<file path="src/rtl/core/irbst_pkg.sv">
// ----------------------------------------------------------------------------
// irbst_pkg
// shared types, codes and constants of the infrared burst sequence transmitter
// ----------------------------------------------------------------------------
package irbst_pkg;

    localparam int TABLE_DEPTH_DEF = 256;
    localparam int MAX_LEN         = 256;
    localparam int APB_ADDR_W      = 5;
    localparam int APB_DATA_W      = 32;
    localparam int S_DATA_W        = 24;
    localparam int S_USER_W        = 2;
    localparam int M_DATA_W        = 8;
    localparam int ENTRY_W         = 16;
    localparam int IDX_W           = 8;
    localparam int LEN_W           = 9;
    localparam int HPL_W           = 17;

    localparam logic [15:0] HALF_PERIOD_RST  = 16'd13;
    localparam logic [8:0]  SEQ_LENGTH_RST   = 9'd2;
    localparam logic [15:0] REPEAT_TOTAL_RST = 16'd1;
    localparam logic [7:0]  REPEAT_START_RST = 8'd0;

    typedef enum logic [1:0] {
        CMD_WRITE = 2'd0,
        CMD_START = 2'd1,
        CMD_STOP  = 2'd2,
        CMD_TICK  = 2'd3
    } t_cmd;

    typedef enum logic [2:0] {
        REG_HALF_PERIOD  = 3'd0,
        REG_SEQ_LENGTH   = 3'd1,
        REG_REPEAT_TOTAL = 3'd2,
        REG_REPEAT_START = 3'd3,
        REG_ACTIVE_LOW   = 3'd4
    } t_reg;

    typedef struct packed {
        logic [15:0] half_period;
        logic [8:0]  seq_length;
        logic [15:0] repeat_total;
        logic [7:0]  repeat_start;
        logic        active_low;
    } t_cfg;

    typedef enum logic [3:0] {
        S_IDLE,
        S_EXEC,
        S_RD_GAP,
        S_GAP_WAIT,
        S_ADVANCE,
        S_BOUNDARY,
        S_RD_BURST,
        S_BURST_WAIT,
        S_RD_LGAP,
        S_LGAP_WAIT,
        S_RESULT
    } t_state;

    typedef struct packed {
        logic latch;
        logic wr;
        logic start;
        logic stop;
        logic tick;
        logic rd_en;
        logic rd_gap;
        logic set_burst;
        logic set_gap;
        logic advance;
        logic boundary;
        logic capture;
    } t_dp_ctrl;

    typedef struct packed {
        t_cmd cmd;
        logic running;
        logic len_zero;
        logic hpl_zero;
        logic tick_end;
        logic in_burst;
        logic rd_zero;
        logic bound_end;
        logic out_free;
    } t_dp_stat;

endpackage

</file>
<file path="src/rtl/core/irbst_ram.sv">
// ----------------------------------------------------------------------------
// irbst_ram
// generic single write port, single read port ram with registered read data
// ----------------------------------------------------------------------------
module irbst_ram #(
    parameter int WIDTH = 16,
    parameter int DEPTH = 256,
    localparam int AW   = (DEPTH > 1) ? $clog2(DEPTH) : 1
) (
    input  logic             i_clk,
    input  logic             i_wr_en,
    input  logic [AW-1:0]    i_wr_addr,
    input  logic [WIDTH-1:0] i_wr_data,
    input  logic             i_rd_en,
    input  logic [AW-1:0]    i_rd_addr,
    output logic [WIDTH-1:0] o_rd_data
);

    logic [WIDTH-1:0] r_mem [DEPTH];
    logic [WIDTH-1:0] r_rd_data;

    always_ff @(posedge i_clk) begin
        if (i_wr_en) begin
            r_mem[i_wr_addr] <= i_wr_data;
        end
        if (i_rd_en) begin
            r_rd_data <= r_mem[i_rd_addr];
        end
    end

    assign o_rd_data = r_rd_data;

endmodule

</file>
<file path="src/rtl/core/irbst_regs.sv">
// ----------------------------------------------------------------------------
// irbst_regs
// apb configuration registers
// ----------------------------------------------------------------------------
module irbst_regs
    import irbst_pkg::*;
(
    input  logic                  i_clk,
    input  logic                  i_rst_n,
    input  logic                  psel,
    input  logic                  penable,
    input  logic                  pwrite,
    input  logic [APB_ADDR_W-1:0] paddr,
    input  logic [APB_DATA_W-1:0] pwdata,
    output logic [APB_DATA_W-1:0] prdata,
    output logic                  pready,
    output t_cfg                  o_cfg
);

    t_cfg r_cfg;
    t_reg sel_reg;
    logic wr_stb;

    assign sel_reg = t_reg'(paddr[4:2]);
    assign wr_stb  = psel && penable && pwrite;
    assign pready  = 1'b1;

    always_ff @(posedge i_clk) begin
        if (!i_rst_n) begin
            r_cfg.half_period  <= HALF_PERIOD_RST;
            r_cfg.seq_length   <= SEQ_LENGTH_RST;
            r_cfg.repeat_total <= REPEAT_TOTAL_RST;
            r_cfg.repeat_start <= REPEAT_START_RST;
            r_cfg.active_low   <= 1'b0;
        end else if (wr_stb) begin
            unique case (sel_reg)
                REG_HALF_PERIOD:  r_cfg.half_period  <= pwdata[15:0];
                REG_SEQ_LENGTH:   r_cfg.seq_length   <= pwdata[8:0];
                REG_REPEAT_TOTAL: r_cfg.repeat_total <= pwdata[15:0];
                REG_REPEAT_START: r_cfg.repeat_start <= pwdata[7:0];
                REG_ACTIVE_LOW:   r_cfg.active_low   <= pwdata[0];
                default: ;
            endcase
        end
    end

    always_comb begin
        prdata = '0;
        unique case (sel_reg)
            REG_HALF_PERIOD:  prdata = {16'd0, r_cfg.half_period};
            REG_SEQ_LENGTH:   prdata = {23'd0, r_cfg.seq_length};
            REG_REPEAT_TOTAL: prdata = {16'd0, r_cfg.repeat_total};
            REG_REPEAT_START: prdata = {24'd0, r_cfg.repeat_start};
            REG_ACTIVE_LOW:   prdata = {31'd0, r_cfg.active_low};
            default:          prdata = '0;
        endcase
    end

    assign o_cfg = r_cfg;

endmodule

</file>
<file path="src/rtl/core/irbst_dp.sv">
// ----------------------------------------------------------------------------
// irbst_dp
// datapath: item latch, carrier timing counters, pair sequencing, result register
// ----------------------------------------------------------------------------
module irbst_dp
    import irbst_pkg::*;
#(
    parameter int  TABLE_DEPTH = TABLE_DEPTH_DEF,
    localparam int AW          = (TABLE_DEPTH > 1) ? $clog2(TABLE_DEPTH) : 1
) (
    input  logic                i_clk,
    input  logic                i_rst_n,
    input  t_dp_ctrl            i_ctl,
    output t_dp_stat            o_stat,
    input  t_cfg                i_cfg,
    input  logic [S_DATA_W-1:0] i_s_data,
    input  logic [S_USER_W-1:0] i_s_user,
    output logic                o_m_valid,
    input  logic                i_m_ready,
    output logic [M_DATA_W-1:0] o_m_data,
    output logic                o_m_last,
    output logic                o_wr_en,
    output logic [AW-1:0]       o_wr_addr,
    output logic [ENTRY_W-1:0]  o_wr_data,
    output logic                o_rd_en,
    output logic [AW-1:0]       o_rd_addr,
    input  logic [ENTRY_W-1:0]  i_rd_data
);

    localparam logic [LEN_W-1:0] LEN_CAP = (TABLE_DEPTH >= MAX_LEN) ?
        LEN_W'(MAX_LEN) : LEN_W'(TABLE_DEPTH & ~1);

    // latched item
    t_cmd               r_cmd;
    logic [IDX_W-1:0]   r_idx;
    logic [ENTRY_W-1:0] r_val;

    logic [LEN_W-1:0]   r_pair, n_pair;
    logic [15:0]        r_htc, n_htc;
    logic [HPL_W-1:0]   r_hpl, n_hpl;
    logic               r_in_burst, n_in_burst;
    logic               r_level, n_level;
    logic               r_rep_mode, n_rep_mode;
    logic [15:0]        r_reps, n_reps;
    logic               r_running, n_running;
    logic               r_stop, n_stop;
    logic               r_done, n_done;

    logic               r_out_valid;
    logic               r_out_level;
    logic               r_out_busy;
    logic               r_out_done;

    logic [LEN_W-1:0]   len_even;
    logic [LEN_W-1:0]   used_len;
    logic [LEN_W-1:0]   rs_ext;
    logic [15:0]        hp;
    logic               wrap;
    logic [HPL_W-1:0]   hpl_dec;
    logic [HPL_W-1:0]   tick_hpl;
    logic               past_end;
    logic               bound_end;
    logic               fin;
    logic [7:0]         rd_idx;
    logic [AW+7:0]      rd_ext;
    logic [AW+7:0]      wr_ext;

    assign len_even = {i_cfg.seq_length[8:1], 1'b0};
    assign used_len = (len_even > LEN_CAP) ? LEN_CAP : len_even;
    assign rs_ext   = {1'b0, i_cfg.repeat_start[7:1], 1'b0};
    assign hp       = (i_cfg.half_period == '0) ? 16'd1 : i_cfg.half_period;
    assign wrap     = ({1'b0, r_htc} + 17'd1) >= {1'b0, hp};
    assign hpl_dec  = r_hpl - HPL_W'(1);
    assign tick_hpl = wrap ? hpl_dec : r_hpl;
    assign past_end = r_pair >= used_len;
    assign bound_end = r_stop ||
        (past_end && ((rs_ext >= used_len) || (!r_rep_mode && (r_reps == '0))));

    // table addressing
    assign rd_idx    = i_ctl.rd_gap ? {r_pair[7:1], 1'b1} : r_pair[7:0];
    assign rd_ext    = {{AW{1'b0}}, rd_idx};
    assign wr_ext    = {{AW{1'b0}}, r_idx};
    assign o_rd_en   = i_ctl.rd_en;
    assign o_rd_addr = rd_ext[AW-1:0];
    assign o_wr_en   = i_ctl.wr && (int'(r_idx) < TABLE_DEPTH);
    assign o_wr_addr = wr_ext[AW-1:0];
    assign o_wr_data = r_val;

    always_comb begin
        n_pair     = r_pair;
        n_htc      = r_htc;
        n_hpl      = r_hpl;
        n_in_burst = r_in_burst;
        n_level    = r_level;
        n_rep_mode = r_rep_mode;
        n_reps     = r_reps;
        n_running  = r_running;
        n_stop     = r_stop;
        n_done     = r_done;
        fin        = 1'b0;

        if (i_ctl.latch) begin
            n_done = 1'b0;
        end
        if (i_ctl.start) begin
            n_running  = 1'b1;
            n_stop     = 1'b0;
            n_pair     = '0;
            n_rep_mode = (i_cfg.repeat_total == '0);
            n_reps     = (i_cfg.repeat_total == '0) ? '0 : i_cfg.repeat_total - 16'd1;
            fin        = (used_len == '0);
        end
        if (i_ctl.stop && r_running) begin
            n_stop = 1'b1;
        end
        if (i_ctl.tick) begin
            if (wrap) begin
                n_htc = '0;
                n_hpl = hpl_dec;
            end else begin
                n_htc = r_htc + 16'd1;
            end
            if ((tick_hpl == '0) && r_in_burst) begin
                n_in_burst = 1'b0;
                n_level    = 1'b0;
            end else if (wrap && r_in_burst) begin
                n_level = !r_level;
            end
        end
        if (i_ctl.set_burst) begin
            n_htc = '0;
            if (i_rd_data != '0) begin
                n_in_burst = 1'b1;
                n_level    = 1'b1;
                n_hpl      = {i_rd_data, 1'b0};
            end else begin
                n_in_burst = 1'b0;
                n_level    = 1'b0;
            end
        end
        if (i_ctl.set_gap) begin
            n_hpl = {i_rd_data, 1'b0};
        end
        if (i_ctl.advance) begin
            n_pair = r_pair + LEN_W'(2);
        end
        if (i_ctl.boundary) begin
            if (bound_end) begin
                fin = 1'b1;
            end else if (past_end) begin
                n_pair = rs_ext;
                if (!r_rep_mode) begin
                    n_reps = r_reps - 16'd1;
                end
            end
        end
        if (fin) begin
            n_running  = 1'b0;
            n_stop     = 1'b0;
            n_in_burst = 1'b0;
            n_level    = 1'b0;
            n_hpl      = '0;
            n_htc      = '0;
            n_done     = 1'b1;
        end
    end

    always_ff @(posedge i_clk) begin
        if (!i_rst_n) begin
            r_pair      <= '0;
            r_htc       <= '0;
            r_hpl       <= '0;
            r_in_burst  <= 1'b0;
            r_level     <= 1'b0;
            r_rep_mode  <= 1'b0;
            r_reps      <= '0;
            r_running   <= 1'b0;
            r_stop      <= 1'b0;
            r_done      <= 1'b0;
            r_out_valid <= 1'b0;
        end else begin
            r_pair     <= n_pair;
            r_htc      <= n_htc;
            r_hpl      <= n_hpl;
            r_in_burst <= n_in_burst;
            r_level    <= n_level;
            r_rep_mode <= n_rep_mode;
            r_reps     <= n_reps;
            r_running  <= n_running;
            r_stop     <= n_stop;
            r_done     <= n_done;
            if (i_ctl.capture) begin
                r_out_valid <= 1'b1;
            end else if (i_m_ready) begin
                r_out_valid <= 1'b0;
            end
        end
    end

    always_ff @(posedge i_clk) begin
        if (i_ctl.latch) begin
            r_cmd <= t_cmd'(i_s_user);
            r_idx <= i_s_data[7:0];
            r_val <= i_s_data[23:8];
        end
        if (i_ctl.capture) begin
            r_out_level <= r_level ^ i_cfg.active_low;
            r_out_busy  <= r_running;
            r_out_done  <= r_done;
        end
    end

    assign o_stat.cmd       = r_cmd;
    assign o_stat.running   = r_running;
    assign o_stat.len_zero  = (used_len == '0);
    assign o_stat.hpl_zero  = (r_hpl == '0);
    assign o_stat.tick_end  = (tick_hpl == '0);
    assign o_stat.in_burst  = r_in_burst;
    assign o_stat.rd_zero   = (i_rd_data == '0);
    assign o_stat.bound_end = bound_end;
    assign o_stat.out_free  = !r_out_valid || i_m_ready;

    assign o_m_valid = r_out_valid;
    assign o_m_data  = {6'd0, r_out_busy, r_out_level};
    assign o_m_last  = r_out_done;

`ifndef SYNTHESIS
    a_idle_quiet: assert property (@(posedge i_clk) disable iff (!i_rst_n)
        !r_running |-> (r_hpl == '0) && !r_in_burst && !r_level)
        else $error("idle transmitter holds timing state");

    a_burst_len: assert property (@(posedge i_clk) disable iff (!i_rst_n)
        r_in_burst |-> (r_hpl != '0))
        else $error("burst active with no half periods left");

    a_done_idle: assert property (@(posedge i_clk) disable iff (!i_rst_n)
        (r_out_valid && r_out_done) |-> !r_out_busy)
        else $error("finished result reports busy");
`endif

endmodule

</file>
<file path="src/rtl/core/irbst_ctrl.sv">
// ----------------------------------------------------------------------------
// irbst_ctrl
// controller state machine sequencing one transaction through the datapath
// ----------------------------------------------------------------------------
module irbst_ctrl
    import irbst_pkg::*;
(
    input  logic     i_clk,
    input  logic     i_rst_n,
    input  logic     i_s_valid,
    output logic     o_s_ready,
    input  t_dp_stat i_stat,
    output t_dp_ctrl o_ctl
);

    t_state r_state, n_state;

    always_ff @(posedge i_clk) begin
        if (!i_rst_n) begin
            r_state <= S_IDLE;
        end else begin
            r_state <= n_state;
        end
    end

    always_comb begin
        n_state = r_state;
        unique case (r_state)
            S_IDLE: begin
                if (i_s_valid) n_state = S_EXEC;
            end
            S_EXEC: begin
                case (i_stat.cmd)
                    CMD_START: begin
                        n_state = (!i_stat.running && !i_stat.len_zero) ? S_RD_BURST
                                                                        : S_RESULT;
                    end
                    CMD_TICK: begin
                        if (!i_stat.running) begin
                            n_state = S_RESULT;
                        end else if (i_stat.hpl_zero) begin
                            n_state = S_ADVANCE;
                        end else if (!i_stat.tick_end) begin
                            n_state = S_RESULT;
                        end else if (i_stat.in_burst) begin
                            n_state = S_RD_GAP;
                        end else begin
                            n_state = S_ADVANCE;
                        end
                    end
                    default: n_state = S_RESULT;
                endcase
            end
            S_RD_GAP:     n_state = S_GAP_WAIT;
            S_GAP_WAIT:   n_state = i_stat.rd_zero ? S_ADVANCE : S_RESULT;
            S_ADVANCE:    n_state = S_BOUNDARY;
            S_BOUNDARY:   n_state = i_stat.bound_end ? S_RESULT : S_RD_BURST;
            S_RD_BURST:   n_state = S_BURST_WAIT;
            S_BURST_WAIT: n_state = i_stat.rd_zero ? S_RD_LGAP : S_RESULT;
            S_RD_LGAP:    n_state = S_LGAP_WAIT;
            S_LGAP_WAIT:  n_state = S_RESULT;
            S_RESULT: begin
                if (i_stat.out_free) n_state = S_IDLE;
            end
            default:      n_state = S_IDLE;
        endcase
    end

    always_comb begin
        o_ctl     = '0;
        o_s_ready = 1'b0;
        unique case (r_state)
            S_IDLE: begin
                o_s_ready   = 1'b1;
                o_ctl.latch = i_s_valid;
            end
            S_EXEC: begin
                case (i_stat.cmd)
                    CMD_WRITE: o_ctl.wr    = 1'b1;
                    CMD_START: o_ctl.start = !i_stat.running;
                    CMD_STOP:  o_ctl.stop  = 1'b1;
                    CMD_TICK:  o_ctl.tick  = i_stat.running && !i_stat.hpl_zero;
                    default: ;
                endcase
            end
            S_RD_GAP: begin
                o_ctl.rd_en  = 1'b1;
                o_ctl.rd_gap = 1'b1;
            end
            S_GAP_WAIT:   o_ctl.set_gap   = 1'b1;
            S_ADVANCE:    o_ctl.advance   = 1'b1;
            S_BOUNDARY:   o_ctl.boundary  = 1'b1;
            S_RD_BURST:   o_ctl.rd_en     = 1'b1;
            S_BURST_WAIT: o_ctl.set_burst = 1'b1;
            S_RD_LGAP: begin
                o_ctl.rd_en  = 1'b1;
                o_ctl.rd_gap = 1'b1;
            end
            S_LGAP_WAIT:  o_ctl.set_gap   = 1'b1;
            S_RESULT:     o_ctl.capture   = i_stat.out_free;
            default: ;
        endcase
    end

`ifndef SYNTHESIS
    a_rd_lat: assert property (@(posedge i_clk) disable iff (!i_rst_n)
        o_ctl.rd_en |=> (r_state == S_GAP_WAIT || r_state == S_BURST_WAIT ||
                         r_state == S_LGAP_WAIT))
        else $error("table read data not consumed one cycle after read");

    a_release: assert property (@(posedge i_clk) disable iff (!i_rst_n)
        o_ctl.capture |=> o_s_ready)
        else $error("input not reopened after result capture");
`endif

endmodule

</file>
<file path="src/rtl/core/ir_burst_sequence_transmitter.sv">
// ----------------------------------------------------------------------------
// ir_burst_sequence_transmitter
// infrared remote transmitter sending a table of burst/gap pairs on a carrier
//
// channel   dir  handshake              payload
// s_axis    in   s_axis_tvalid/tready   tuser cmd, tdata entry_index, entry_value
// m_axis    out  m_axis_tvalid/tready   tdata carrier_out, busy_res; tlast finished
// apb       in   psel/penable/pready    five config registers at 4*index
//
// one transaction at a time; write, stop, ignored commands and plain ticks go
// straight to the result, a tick ending a burst reads the gap, a pair boundary
// the next burst and gap, via the single registered read port of the pair table
// result register decouples output stalls from the next input transaction
// synchronous active-low reset; table contents are not cleared
// ----------------------------------------------------------------------------
module ir_burst_sequence_transmitter
    import irbst_pkg::*;
#(
    parameter int TABLE_DEPTH = TABLE_DEPTH_DEF
) (
    input  logic                  i_clk,
    input  logic                  i_rst_n,
    input  logic                  s_axis_tvalid,
    output logic                  s_axis_tready,
    input  logic [S_DATA_W-1:0]   s_axis_tdata,   // entry_index[7:0], entry_value[23:8]
    input  logic [S_USER_W-1:0]   s_axis_tuser,   // cmd[1:0]
    output logic                  m_axis_tvalid,
    input  logic                  m_axis_tready,
    output logic [M_DATA_W-1:0]   m_axis_tdata,   // carrier_out[0], busy_res[1]
    output logic                  m_axis_tlast,
    input  logic                  psel,
    input  logic                  penable,
    input  logic                  pwrite,
    input  logic [APB_ADDR_W-1:0] paddr,
    input  logic [APB_DATA_W-1:0] pwdata,
    output logic [APB_DATA_W-1:0] prdata,
    output logic                  pready
);

    localparam int AW = (TABLE_DEPTH > 1) ? $clog2(TABLE_DEPTH) : 1;

    t_cfg               cfg;
    t_dp_ctrl           ctl;
    t_dp_stat           stat;
    logic               wr_en;
    logic [AW-1:0]      wr_addr;
    logic [ENTRY_W-1:0] wr_data;
    logic               rd_en;
    logic [AW-1:0]      rd_addr;
    logic [ENTRY_W-1:0] rd_data;

    irbst_regs u_regs (
        .i_clk   (i_clk),
        .i_rst_n (i_rst_n),
        .psel    (psel),
        .penable (penable),
        .pwrite  (pwrite),
        .paddr   (paddr),
        .pwdata  (pwdata),
        .prdata  (prdata),
        .pready  (pready),
        .o_cfg   (cfg)
    );

    irbst_ram #(
        .WIDTH (ENTRY_W),
        .DEPTH (TABLE_DEPTH)
    ) u_table (
        .i_clk     (i_clk),
        .i_wr_en   (wr_en),
        .i_wr_addr (wr_addr),
        .i_wr_data (wr_data),
        .i_rd_en   (rd_en),
        .i_rd_addr (rd_addr),
        .o_rd_data (rd_data)
    );

    irbst_dp #(
        .TABLE_DEPTH (TABLE_DEPTH)
    ) u_dp (
        .i_clk     (i_clk),
        .i_rst_n   (i_rst_n),
        .i_ctl     (ctl),
        .o_stat    (stat),
        .i_cfg     (cfg),
        .i_s_data  (s_axis_tdata),
        .i_s_user  (s_axis_tuser),
        .o_m_valid (m_axis_tvalid),
        .i_m_ready (m_axis_tready),
        .o_m_data  (m_axis_tdata),
        .o_m_last  (m_axis_tlast),
        .o_wr_en   (wr_en),
        .o_wr_addr (wr_addr),
        .o_wr_data (wr_data),
        .o_rd_en   (rd_en),
        .o_rd_addr (rd_addr),
        .i_rd_data (rd_data)
    );

    irbst_ctrl u_ctrl (
        .i_clk     (i_clk),
        .i_rst_n   (i_rst_n),
        .i_s_valid (s_axis_tvalid),
        .o_s_ready (s_axis_tready),
        .i_stat    (stat),
        .o_ctl     (ctl)
    );

endmodule
</file>
<file path="config.mk">
export PLATFORM = sky130hd
export DESIGN_NAME = ir_burst_sequence_transmitter
export DESIGN_NICKNAME = d
export VERILOG_FILES = /design/src/rtl/core/irbst_pkg.sv /design/src/rtl/core/irbst_ram.sv /design/src/rtl/core/irbst_regs.sv /design/src/rtl/core/irbst_dp.sv /design/src/rtl/core/irbst_ctrl.sv /design/src/rtl/core/ir_burst_sequence_transmitter.sv
export SDC_FILE = /design/constraint.sdc
export NUM_CORES = 2
export LEC_CHECK = 0
export BUFFER_PORTS_ARGS = -buffer_cell sky130_fd_sc_hd__buf_2
export CAP_MARGIN = 25
export CORE_MARGIN = 3
export CORE_UTILIZATION = 35
export CTS_CLUSTER_DIAMETER = 60
export DETAILED_ROUTE_END_ITERATION = 7
export SYNTH_ARGS = -nofsm -noshare
export SYNTH_HDL_FRONTEND = slang
export SYNTH_HIERARCHICAL = 1
export SYNTH_SLANG_ARGS = --single-unit
</file>
<file path="constraint.sdc">
create_clock -name i_clk -period 4.7 [get_ports i_clk]
set_clock_uncertainty 0.05 [all_clocks]
set_input_delay 0.94 -clock i_clk [delete_from_list [all_inputs] [get_ports i_clk]]
set_output_delay 0.94 -clock i_clk [all_outputs]
set_load 0.03 [all_outputs]
</file>
# Word level (Yosys, flattened, before mapping)
# Memory sizes are Yosys's and may differ from the RTL's. A register that Yosys moved wholly into a read port is not among the register bits.
# Cells that the tools add are included.
word_totals:
  n_memories: 1
  regBits: 148
  word_cells: 171
  out_inout_bits: 44
  ramBits: 4096
op_classes:
  n_bitwise: 2
  muxes: 66
  n_reduce_logical: 49
  order_cmp: 4
  n_eq_ne: 19
  n_addsub: 6
memory_table:
  columns: ["memory", "depth", "word_bits", "read_ports", "rd_ports_with_merged_regs", "write_ports", "line_no", "text"]
  rows:
  - ["u_table.r_mem", 256, 16, 1, 1, 1, "irbst_ram.sv:19", "logic [WIDTH-1:0] r_mem [DEPTH];"]
op_table:
  columns: ["cell", "n"]
  rows:
  - ["two-way mux 16 bit", 8]
  - ["two-way mux 17 bit", 5]
  - ["case mux 16 bit (5 select lines)", 1]
  - ["logical NOT 16 bit", 4]
  - ["two-way mux 9 bit", 6]
  - ["case mux 4 bit (11 select lines)", 1]
  - ["two-way mux 4 bit", 9]
  - ["logical NOT 17 bit", 2]
  - ["two-way mux 1 bit", 33]
  - ["subtractor 16 x 1 -> 16 bit, second input constant", 2]
  - ["adder 16 x 1 -> 17 bit, second input constant", 1]
  - ["greater-or-equal comparator 17 x 16 -> 1 bit", 1]
  - ["subtractor 17 x 1 -> 17 bit, second input constant", 1]
  - ["adder 16 x 1 -> 16 bit, second input constant", 1]
  - ["== test 4 x 3 -> 1 bit, second input constant", 4]
  - ["AND reduction 2 bit", 8]
  - ["nonzero test 16 bit", 1]
  - ["== test 4 bit, second input constant", 3]
  - ["nonzero test 2 bit", 5]
  - ["adder 9 x 2 -> 9 bit, second input constant", 1]
  - ["greater-or-equal comparator 8 x 9 -> 1 bit", 1]
  - ["greater-or-equal comparator 9 bit", 1]
  - ["greater-than comparator 9 bit, second input constant", 1]
  - ["logical AND 1 bit", 9]
  - ["other kinds (23)", 37]

# Depth between registers and ports, before layout
depth:
  word_depth: 10
  depth_mapped: 19
  depth_no_buf: 17

# Cells and area by module
# The synthesis kept the hierarchy.
modules_own_cells:
  columns: ["mod", "n_inst", "seq_area_each_um2", "cells_each", "area_each_um2"]
  rows:
  - ["irbst_ram", 1, 123478.4, 7360, 158874.9]
  - ["irbst_dp", 1, 2172.1, 684, 5983.2]
  - ["irbst_regs", 1, 1001.0, 260, 2512.4]
  - ["irbst_ctrl", 1, 80.1, 60, 432.9]

# Least setup slack after synthesis
# No wires, ideal clock.
synth_path:
  kind: "register to register"
  from: "register u_dp.r_val[0], in the netlist u_dp/o_wr_data[0]"
  to: "memory u_table.r_mem[0][0] (data pin)"
  path_stages_with_launch: 1
  period_less_slack_ps: 4096
  path_slack_ps: 604
  arrival_time_ps: 3228
  required_ps: 3833
  n_path_buf: 0
  cell_sequence: "edfxtp_1"
synth_rtl:
  columns: ["element", "line_no", "text"]
  rows:
  - ["start, declared", "irbst_dp.sv:36", "logic [ENTRY_W-1:0] r_val;"]
  - ["start signal, assigned", "irbst_dp.sv:204", "r_val <= i_s_data[23:8];"]
  - ["end, declared", "irbst_ram.sv:19", null]
# No word-level cell before the write port.

==> run_results.csv <==
group,metric,value,unit
outcome,run_status,"finished clean",
timing,fmax,216,MHz
floorplan,die_h,698,um
yosys,synthFlopType,"edfxtp_1",
worst_setup_path,required,5.47,ns
floorplan,rows,253,
global_route,grt_max_degree,205,
placement,gp_congestion,0.887,
cells_and_area,layout_common_cells,"4141 x edfxtp_1, 804 x mux4_2, 626 x mux2i_1",
yosys,netlist_area,0.168,mm^2
yosys,yosysSeqAreaShare,75.5,%
placement,port_buffers,72,
clock_tree,h-tree-depth,5,
worst_setup_path,path_buf_inv,4,
worst_setup_path,r2r_start,"u_ctrl/r_state[3]$_SDFFE_PN0P_",
timing,drv_slew,0,
cells_and_area,drive_above_1_share,24.6,%
yosys,ys_types,102,
worst_setup_path,crit_fanout,76,
worst_setup_path,critPathLaunchType,"flip-flop",
timing,period_needed,4.64,ns
global_route,grt_use_total,17.7,%
power,ir_drop,396,uV
route,drtIter0Drc,11300,
yosys,async_reset_ff_share,0,%
cells_and_area,final_common_cell,"edfxtp_1",
power,p_leak,0.0590,uW
cells_and_area,syn_to_final_growth,15.0,%
placement,place_worst_setup_slack,-0.0221,ns
worst_setup_path,rr_worst_depth,13,
floorplan,dieArea,0.488,mm^2
cells_and_area,nets,9092,
timing,slew_headroom,6.44,%
worst_hold_path,min_path_type,"in2reg",
timing,tightestPinTransition,1.40,ns
global_route,grt_first_pass_wirelength,634000,um
clock_tree,cts_tree,"built",
cells_and_area,post-route-util,40.5,%
global_route,grt-ovfl-total,0,
worst_setup_path,path_delay_family,"simple AND/OR/NAND/NOR gates",
clock_tree,cts_max_path_buffers,4,
worst_hold_path,holdCritStartpoint,"s_axis_tdata[9]",
clock_tree,cts-buffers-inserted,437,
route,postRouteAntennaNets,0,
placement,dpl.hpwl,270000,um
worst_setup_path,timing.rr.end,"u_table/o_rd_data[5]$_DFFE_PP_",
route,vias_per_cell,5.54,
timing,setup_tns,0,ns
floorplan,fp.dieW,698,um
run,maxCapViolCount,0,
route,dr.pass1.iters,6,
global_route,grt_pass1_vias,85400,
route,post-route-drc-count,0,
floorplan,io_pins,114,
timing,setup_viol,0,
worst_setup_path,cpPeakStageDelay,0.65,ns
worst_setup_path,path_class,"reg2reg",
yosys,ys_ff_latch,4260,
yosys,synthCells,8364,
worst_setup_path,cp_slowest_cell,"nor4_1",
timing,finalHoldViolCount,0,
timing,fin_crit_sh,98.7,%
route,vias,87100,
yosys,yosysWarnings,6,
worst_setup_path,critPathCaptureType,"flip-flop",
timing,worst_hold_slack,0.109,ns
worst_setup_path,reg2reg_slack,0.06,ns
worst_setup_path,path_cells,"xnor2_1 > nor3_1 > or2_4 > buf_12 > buf_12 > mux2i_1 > o221ai_1 > o22ai_1 > a21oi_1 > buf_4 > nand4_1 > nor4_1 > buf_4",
floorplan,core,0.476,mm^2
clock_tree,cts-root-buf,"clkbuf_16",
clock_tree,cts_sinks,4260,
worst_hold_path,hold_end,"u_dp/o_wr_data[1]$_DFFE_PP_",
global_route,antenna_found_initial,20,
worst_setup_path,cp.arrival,5.41,ns
clock_tree,clk_pin_slew,0.06,ns
power,p_per_area,476,mW/mm^2
worst_hold_path,whs_path_depth,1,
route,drt-wirelength-per-cell,28.3,um
route,wirelength,446000,um
clock_tree,clk_latency,1.01,ns
timing,postLayoutSetupSlackWorst,0.0619,ns
floorplan,initial_core_util,35.2,%
timing,rsz0062_at_grt,"false",
yosys,synth_enable_flop_cells,4141,
yosys,synth_area_per_cell,20.1,um^2
[area by class of cell]
class                           count  area [um^2]
Fill cell                       41700       283000
Sequential cell                  4260       127000
Multi-Input combinational cell   3539        38000
Clock buffer                      545        11500
Tap cell                         6375         7980
Timing Repair Buffer              701         6320
Clock inverter                    259         2190
Inverter                           46          185
Antenna cell                        5         12.5
[state kept, by name, summed over array words and instances (netlist names)]
signal and flops:
u_dp/r_stop 1, u_dp/o_m_valid 1, u_table/o_rd_data 16, u_dp/r_in_burst 1, u_dp/o_wr_addr 8, u_dp/r_cmd 2
u_dp/r_running 1, u_dp/r_pair 9, u_dp/o_m_last 1, u_dp/r_hpl 17, u_regs/o_cfg 50, u_table/r_mem 4096
u_dp/o_wr_data 16, u_dp/r_reps 16, u_ctrl/r_state 4, u_dp/r_htc 16, u_dp/r_done 1, u_dp/r_out_busy 1
u_dp/r_level 1, u_dp/r_rep_mode 1, u_dp/r_out_level 1
[stage by stage]
| stage | cells | area (um^2) | power (uW) |
|---|---|---|---|
| after floorplan | 8384 | 168000 | 55500 |
| after global placement | 14900 | 179000 | 59200 |
| after detailed placement | 14900 | 179000 | 59500 |
| after CTS | 15700 | 193000 | 92500 |
| after global routing | 15700 | 193000 | 94900 |
| final | 15700 | 193000 | 91800 |
[power by group]
part | leakage [uW] | switching (uW) | internal, uW
clock | 0.00664 | 14300 | 18800
sequential | 0.0382 | 180 | 43200
combinational | 0.0142 | 8830 | 6510
[synthesized netlist by cell type, drive strengths merged (12+ instances only)]
cell,number,area share (%)
o32ai,21,0.11
o22ai,149,0.56
nand4,38,0.14
o31ai,19,0.091
nand3,75,0.23
nor2b,28,0.10
o221ai,258,1.4
mux4,804,11
nor2,395,0.89
and3,24,0.092
nand2b,12,0.049
dfxtp,119,1.4
a22oi,47,0.21
clkbuf,254,0.57
mux2,89,0.60
a221oi,28,0.15
nor4,42,0.17
nand2,157,0.35
inv,45,0.10
edfxtp,4141,74
a21oi,212,0.63
a211oi,36,0.17
mux2i,626,3.7
xor2,15,0.078
buf,285,1.4
ha,37,0.28
o21ai,65,0.20
a22o,32,0.17
xnor2,32,0.17
nor3,122,0.37
or3,14,0.061
[how the worst max path moves through the flow]
stage,from,to,cells past startpoint
final,u_ctrl/r_state[3]$_SDFFE_PN0P_,u_table/o_rd_data[5]$_DFFE_PP_,13
after global routing,u_dp/r_htc[0]$_SDFFE_PP0P_,u_ctrl/r_state[1]$_SDFFE_PN0P_,18
after CTS,u_ctrl/r_state[3]$_SDFFE_PN0P_,u_table/o_rd_data[5]$_DFFE_PP_,12
after detailed placement,u_ctrl/r_state[3]$_SDFFE_PN0P_,u_table/o_rd_data[6]$_DFFE_PP_,11
after global placement,u_ctrl/r_state[1]$_SDFFE_PN0P_,u_table/o_rd_data[6]$_DFFE_PP_,11
after floorplan,u_dp/o_wr_data[0]$_DFFE_PP_,u_table/r_mem[0][0]$_DFFE_PP_,0
[per-layer routing]
metal,vias to the layer above,part of all wire [%],global-route usage [%]
met5,-,0,0
met4,0,2.8,4.57
met2,4136,46,27.7
met1,46200,42,25.8
met3,618,8.8,2.98
li1,36100,-,-
[repair_timing]
action / 4_1_cts / 5_1_grt
endpoints found under the setup margin: 1 / 6
hold endpoints to repair: 4 / 0
pin swaps: 0 / 1
setup buffers: 0 / 0
hold buffers: 4 / 0
gates resized for setup: 1 / 5
[logic make-up after synthesis]
kind of cell / after synthesis / share of synthesized area, %
flops: 4260 / 75.5
buf+inv: 585 / 2.03
xor+xnor: 47 / 0.245
simple gates: 964 / 2.74
compound gates: 949 / 4.05
other cells: 3 / 0.00671
fa+ha+maj: 37 / 0.276
mux: 1519 / 15.1
(Power assumes the default switching activity.)
